<file path="src/rtl/core/pjrm_pkg.sv">
// pjrm_pkg: shared types and constants of the periodic job release manager
// used by pjrm_cell, periodic_job_release_manager_core and pjrm_checker
`default_nettype none

package pjrm_pkg;

  localparam int TASK_SLOTS = 8;
  localparam int IDX_W      = (TASK_SLOTS > 1) ? $clog2(TASK_SLOTS) : 1;
  localparam int SLOT_W     = 3;
  localparam int TIME_W     = 32;
  localparam int ACT_W      = 3;
  localparam int CMP_W      = 8;
  localparam int S_TDATA_W  = 104;
  localparam int M_TDATA_W  = 72;

  typedef enum logic [1:0] {
    REQ_TICK  = 2'd0,
    REQ_LOAD  = 2'd1,
    REQ_START = 2'd2,
    REQ_END   = 2'd3
  } req_e;

  typedef enum logic [1:0] {
    POL_NONE  = 2'd0,
    POL_SKIP  = 2'd1,
    POL_KILL  = 2'd2,
    POL_CATCH = 2'd3
  } pol_e;

  typedef enum logic [ACT_W-1:0] {
    ACT_NONE     = 3'd0,
    ACT_RELEASED = 3'd1,
    ACT_SKIPPED  = 3'd2,
    ACT_KILLED   = 3'd3,
    ACT_CAUGHT   = 3'd4,
    ACT_ERROR    = 3'd5,
    ACT_ACK      = 3'd6
  } act_e;

  typedef enum logic [1:0] {
    ST_IDLE,
    ST_CMD,
    ST_TICK
  } state_e;

  typedef struct packed {
    req_e              req_type;
    logic [SLOT_W-1:0] slot;
    logic [TIME_W-1:0] now;
    logic [TIME_W-1:0] period;
    logic [TIME_W-1:0] deadline;
    pol_e              policy;
  } cmd_t;

  // step moves the tick token one cell on, cmd_en applies a load/start/end
  typedef struct packed {
    logic step;
    logic cmd_en;
  } ctl_t;

  typedef struct packed {
    logic [SLOT_W-1:0] slot;
    act_e              action;
    logic [TIME_W-1:0] job;
    logic [TIME_W-1:0] abs_dl;
    logic              miss;
  } res_t;

endpackage

`default_nettype wire

</file>
<file path="src/rtl/core/pjrm_cell.sv">
// pjrm_cell: one task slot of the release chain with its own release logic
// depends on pjrm_pkg; passes the tick token and tick time to the next cell
`default_nettype none

module pjrm_cell (
  input  wire logic                             clk_i,
  input  wire logic                             rst_ni,
  input  wire logic [pjrm_pkg::IDX_W-1:0]       cell_idx_i,
  input  wire pjrm_pkg::ctl_t                   ctl_i,
  input  wire pjrm_pkg::cmd_t                   cmd_i,
  input  wire logic                             tok_i,
  input  wire logic [pjrm_pkg::TIME_W-1:0]      now_i,
  output logic                                  tok_o,
  output logic [pjrm_pkg::TIME_W-1:0]           now_o,
  output pjrm_pkg::res_t                        res_o
);

  logic                          valid_q, valid_d;
  logic                          run_q, run_d;
  logic [pjrm_pkg::TIME_W-1:0]   per_q, per_d;
  logic [pjrm_pkg::TIME_W-1:0]   pd_q, pd_d;
  pjrm_pkg::pol_e                pol_q, pol_d;
  logic [pjrm_pkg::TIME_W-1:0]   lrt_q, lrt_d;
  logic [pjrm_pkg::TIME_W-1:0]   abs_q, abs_d;
  logic [pjrm_pkg::TIME_W-1:0]   job_q, job_d;
  logic                          tok_q;
  logic [pjrm_pkg::TIME_W-1:0]   now_q;

  logic                          match;
  logic                          upd;
  logic                          due;
  logic [pjrm_pkg::TIME_W-1:0]   elapsed;
  logic [pjrm_pkg::TIME_W-1:0]   rel_lrt;
  logic [pjrm_pkg::TIME_W-1:0]   rel_abs;
  logic [pjrm_pkg::TIME_W-1:0]   dl_eff;

  assign match   = (pjrm_pkg::CMP_W'(cell_idx_i) == pjrm_pkg::CMP_W'(cmd_i.slot));
  assign upd     = (tok_i && ctl_i.step) || (ctl_i.cmd_en && match);
  assign elapsed = now_i - lrt_q;
  assign due     = (elapsed >= per_q);
  assign rel_lrt = lrt_q + per_q;
  // period plus deadline is kept, so the new absolute deadline is one add
  assign rel_abs = lrt_q + pd_q;
  assign dl_eff  = (cmd_i.deadline == '0) ? cmd_i.period : cmd_i.deadline;

  always_comb begin
    valid_d = valid_q;
    run_d   = run_q;
    per_d   = per_q;
    pd_d    = pd_q;
    pol_d   = pol_q;
    lrt_d   = lrt_q;
    abs_d   = abs_q;
    job_d   = job_q;
    res_o   = '0;
    if (tok_i) begin
      res_o.slot = pjrm_pkg::SLOT_W'(cell_idx_i);
      if (valid_q) begin
        if (due) begin
          if (!run_q) begin
            job_d        = job_q + 1'b1;
            lrt_d        = rel_lrt;
            abs_d        = rel_abs;
            res_o.action = pjrm_pkg::ACT_RELEASED;
          end else begin
            unique case (pol_q)
              pjrm_pkg::POL_SKIP: begin
                lrt_d        = rel_lrt;
                res_o.action = pjrm_pkg::ACT_SKIPPED;
              end
              pjrm_pkg::POL_KILL: begin
                run_d        = 1'b0;
                job_d        = job_q + 1'b1;
                lrt_d        = rel_lrt;
                abs_d        = rel_abs;
                res_o.action = pjrm_pkg::ACT_KILLED;
              end
              pjrm_pkg::POL_CATCH: begin
                job_d        = job_q + 1'b1;
                lrt_d        = rel_lrt;
                abs_d        = rel_abs;
                res_o.action = pjrm_pkg::ACT_CAUGHT;
              end
              default: begin
                res_o.action = pjrm_pkg::ACT_ERROR;
              end
            endcase
          end
        end
        res_o.job    = job_d;
        res_o.abs_dl = abs_d;
      end
    end else if (ctl_i.cmd_en && match) begin
      unique case (cmd_i.req_type)
        pjrm_pkg::REQ_LOAD: begin
          valid_d      = 1'b1;
          run_d        = 1'b0;
          per_d        = cmd_i.period;
          pd_d         = cmd_i.period + dl_eff;
          pol_d        = cmd_i.policy;
          lrt_d        = cmd_i.now - cmd_i.period;
          abs_d        = '0;
          job_d        = '0;
          res_o.action = pjrm_pkg::ACT_ACK;
        end
        pjrm_pkg::REQ_START: begin
          if (valid_q) begin
            run_d        = 1'b1;
            res_o.action = pjrm_pkg::ACT_ACK;
            res_o.job    = job_q;
            res_o.abs_dl = abs_q;
          end
        end
        pjrm_pkg::REQ_END: begin
          if (valid_q) begin
            run_d        = 1'b0;
            res_o.action = pjrm_pkg::ACT_ACK;
            res_o.job    = job_q;
            res_o.abs_dl = abs_q;
            res_o.miss   = (cmd_i.now > abs_q);
          end
        end
        default: begin
          res_o.action = pjrm_pkg::ACT_NONE;
        end
      endcase
    end
  end

  always_ff @(posedge clk_i or negedge rst_ni) begin
    if (!rst_ni) begin
      valid_q <= 1'b0;
      run_q   <= 1'b0;
      tok_q   <= 1'b0;
    end else begin
      if (upd) begin
        valid_q <= valid_d;
        run_q   <= run_d;
      end
      if (ctl_i.step) begin
        tok_q <= tok_i;
      end
    end
  end

  always_ff @(posedge clk_i) begin
    if (upd) begin
      per_q <= per_d;
      pd_q  <= pd_d;
      pol_q <= pol_d;
      lrt_q <= lrt_d;
      abs_q <= abs_d;
      job_q <= job_d;
    end
    if (ctl_i.step) begin
      now_q <= now_i;
    end
  end

  assign tok_o = tok_q;
  assign now_o = now_q;

endmodule

`default_nettype wire

</file>
<file path="config.mk">
export PLATFORM = sky130hd
export DESIGN_NAME = pjrm_cell
export DESIGN_NICKNAME = d
export VERILOG_FILES = /design/src/rtl/core/pjrm_pkg.sv /design/src/rtl/core/pjrm_cell.sv
export SDC_FILE = /design/constraint.sdc
export NUM_CORES = 1
export LEC_CHECK = 0
export CELL_PAD_IN_SITES_DETAIL_PLACEMENT = 1
export CELL_PAD_IN_SITES_GLOBAL_PLACEMENT = 1
export CORE_ASPECT_RATIO = 0.5
export CORE_MARGIN = 1.5
export CORE_UTILIZATION = 45
export DETAILED_ROUTE_END_ITERATION = 7
export DONT_BUFFER_PORTS = 1
export PLACE_DENSITY = 0.76
export SLEW_MARGIN = 15
export SYNTH_ARGS = -nofsm -noshare
export SYNTH_HDL_FRONTEND = slang
export SYNTH_SLANG_ARGS = --single-unit
</file>
<file path="constraint.sdc">
create_clock -name clk_i -period 6.83 [get_ports clk_i]
set_input_delay 1.366 -clock clk_i [delete_from_list [all_inputs] [get_ports clk_i]]
set_output_delay 1.366 -clock clk_i [all_outputs]
set_load 0.005 [all_outputs]
</file>
==> impl_results.md <==
* Status: finished with violations
* Failing checks: negative setup slack
* Clock Pin Slew Worst Setup and Hold Paths at 0.09 ns
* ANT cells at 0
* Final wirelength at 69.2 mm
* Synth top area share at 30.9%
* # nets final at 2628
* CTS tree: built
* Initial DRC Count at 1497
* Vias at 17500
* Slew @ Worst Pin at 1.33 ns
* Clock Skew at 0.0209 ns
* Buf+Inv Stages, Crit Path at 3
* Overall Global Routing Usage at 30.6%
* CP max stage delay at 0.36 ns
* RSZ-0062 raised after global routing: yes
* Most frequent cells in the layout: 224 x ha_1, 211 x a21oi_1, 194 x edfxtp_1
* Clock Sinks at 197
* Worst VDD drop at 0.205 mV
* CP top delay family: compound AO/OA/AOI/OAI gates
* Hold buffer count at CTS at 0
* Register area share after synthesis at 31.3%
* WP data arrival at 6.02 ns
* Die height at 148 um
* Final min period at 7.39 ns
* CTS buffer count at 17
* Area grow syn2layout at 17.9%
* Crit path cell chain: ha_1 > o21a_1 > o31a_1 > o31ai_4 > o21ai_4 > a41o_1 > a31o_2 > a41oi_4 > a21oi_1 > a311oi_2 > ha_1 > a21o_1 > a21o_1 > a21oi_2 > nand2_4 > buf_6 > a31o_4 > buf_6 > a31oi_1 > o21ai_1 > o31ai_2 > buf_4
* Setup tns final at -26.90 ns
* Largest net degree at the start of global routing at 63
* Post-synth EDFFs at 194
* # DRC at 0
* Initial Util at 46.2%
* CP required at 5.46 ns
* Synth area leader: edfxtp_1
* Setup violations, final at 67
* Most used DFF post-synth: edfxtp_1
* RD Place Congestion at 0.923
* Die width at 293 um
* Initial antenna violation count at 2
* Worst Setup Path Type: input pin to primary output
* Slew Limit Headroom at 11.1%
* Remaining global-route overflow at 0
* #FFs+latches synth at 197
* Placed Area at 20300 um2
* Final worst path period share at 108%
* Synth Warn # at 0
* Post-synth design cell area at 18900 um2
* Num ports at 247
* Fin area at 22300 um2
* Final Hold Fails at 0
* Pwr/cell area at 188 nW/um2
* Hold Crit Class: input pin to asynchronous set/reset pin
* Die ar. at 43300 um2
* Async S/R FF share, synth at 1.52%
* Filler instances at 4675
* Net Count, Synth at 2497
* Maximum fanout along the worst path at 6
* Vias in the first global route at 17300
* Fmax at 135 MHz
* Ranking of synthesized cells by area: edfxtp_1 31%, ha_1 15%, a21oi_1 6.0%
* Share of layout cells above drive strength 1 at 15.9%
* Commonest non-fill, non-tap cell in the layout: ha_1
* First-pass GRT wire length at 102 mm
* DRT Pass-1 Iters at 5
* CTS root buf: clkbuf_16
* CP Capture Type: primary output
* Unique cell type count in the Yosys netlist at 92
* Clock buffer depth at 2
* Mapped Avg Cell Area at 8.89 um2
* H-tree levels at 4
* # port buffers at 0
* HPWL after detailed placement at 50.6 mm
* DP Worst Slack at -1.08 ns
* Clock Latency Late Sink at 0.48 ns
* # rows at 52
* Number of vias per cell at 6.25
* Crit path max-delay cell type: ha_1
* Synthesized instance count at 2123
* Crit path launch type: input pin
* Routed Antenna Nets at 0
* Fin. max-slew vios at 0
* Max cap viols at 0
* Leak at 9.48 nW
* Core ar. at 40900 um2
* Wire per inst at 24.7 um
* Final WS setup at -0.556 ns
## through the flow
| stage | util (%) | total power, mW | hold WS [ns] | instances |
|---|---|---|---|---|
| 6_report | 54.5 | 4.19 | 0.569 | 2806 |
| 5_1_grt | 54.5 | 4.36 | 0.557 | 2806 |
| 4_1_cts | 52.9 | 4.04 | 0.561 | 2787 |
| 3_5_place_dp | 49.6 | 2.80 | 0.553 | 2730 |
| 3_3_place_gp | 49.6 | 2.75 | 0.525 | 2730 |
| 2_1_floorplan | - | 2.40 | 0.505 | 2123 |
## path summary, 6_finish.rpt
check / slack [ns] / depth (start not counted) / to / from
min in group clk_i: 0.58 / 1 / tok_o$_DFFE_PN0P_ / tok_o$_DFFE_PN0P_
min reg2reg: 0.58 / 1 / tok_o$_DFFE_PN0P_ / tok_o$_DFFE_PN0P_
max: -0.56 / 22 / res_o[35] / now_i[2]
max reg2reg: 1.29 / 25 / abs_q[28]$_SDFFCE_PN0P_ / lrt_q[1]$_DFFE_PP_
min: 0.57 / 0 / run_q$_DFFE_PN0P_ / rst_ni
max in group asynchronous: 6.19 / 0 / valid_q$_DFFE_PN0P_ / rst_ni
## repair_timing
item                       4_1_cts  5_1_grt
pin swaps                       64       51
cloned                           3        4
buffers inserted                23       24
gates resized for setup         92       85
setup endpoints to repair       67       67
## layout make-up
type                       instances  area (um2)  area share [%]
clock buffer                      18         429            1.93
clock inverter                    13         179           0.804
inverter                         182         709            3.19
multi-input combinational       1684       12800            57.4
sequential                       197        5900            26.5
tap                              540         676            3.04
timing repair buffer             172        1580            7.10
## report_power, final
part	internal (mW)	total [mW]	switching [mW]
sequential	1.43	1.49	0.0642
clock	0.612	1.13	0.522
combinational	0.669	1.56	0.893
## worst register-to-register path: stages (launching register included)
cell      delay, ns
edfxtp_1       0.40
inv_1          0.17
ha_1           0.25
nor2b_1        0.15
o31a_1         0.29
o31ai_4        0.26
o21ai_4        0.13
a41o_1         0.29
a31o_2         0.32
a41oi_4        0.28
a21oi_1        0.15
a311oi_2       0.26
ha_1           0.31
a21o_1         0.17
a21o_1         0.19
a21oi_2        0.22
nand2_4        0.09
a31oi_4        0.18
buf_12         0.15
buf_8          0.11
nor2_4         0.04
buf_4          0.14
buf_4          0.19
buf_4          0.24
o21ai_0        0.17
o21ba_2        0.16
## registers in the layout (all words and copies together) (netlist names), 2 cells and up
signal	cells
abs_q	32
pol_q	2
lrt_q	32
pd_q	32
per_q	32
job_q	32
now_o	32
## kinds of logic (layout without fill, tap and decap cells)
kind of cell	after synthesis	after routing	synth area share, %
AO/OA/AOI/OAI	708	709	24.6
XOR/XNOR	164	164	7.61
adder cells (fa/ha/maj)	231	231	15.5
buffers and inverters	243	385	5.26
flip-flops	197	197	31.3
multiplexers	14	14	0.756
AND/OR/NAND/NOR	566	566	15.0
## layer usage
metal	up-vias	wire, um	global-route usage [%]
met5	-	0	0
met4	0	2470	10.8
met3	114	4050	4.15
met2	565	32900	51.6
met1	8727	29800	40.4
li1	8132	-	-
## synthesized netlist by cell type, types with 23 or more instances
library cell	count
nor3_1	37
nor2_1	120
o21a_1	23
xnor2_1	107
a31oi_1	34
edfxtp_1	194
a21oi_1	227
nand2b_1	30
ha_1	226
nand4_1	33
a22o_1	29
inv_1	182
o21ai_0	113
a21o_1	106
nand2_1	166
clkbuf_1	42
xor2_1	57
nand3_1	48
nor2b_1	26
(Power assumes the default switching activity.)
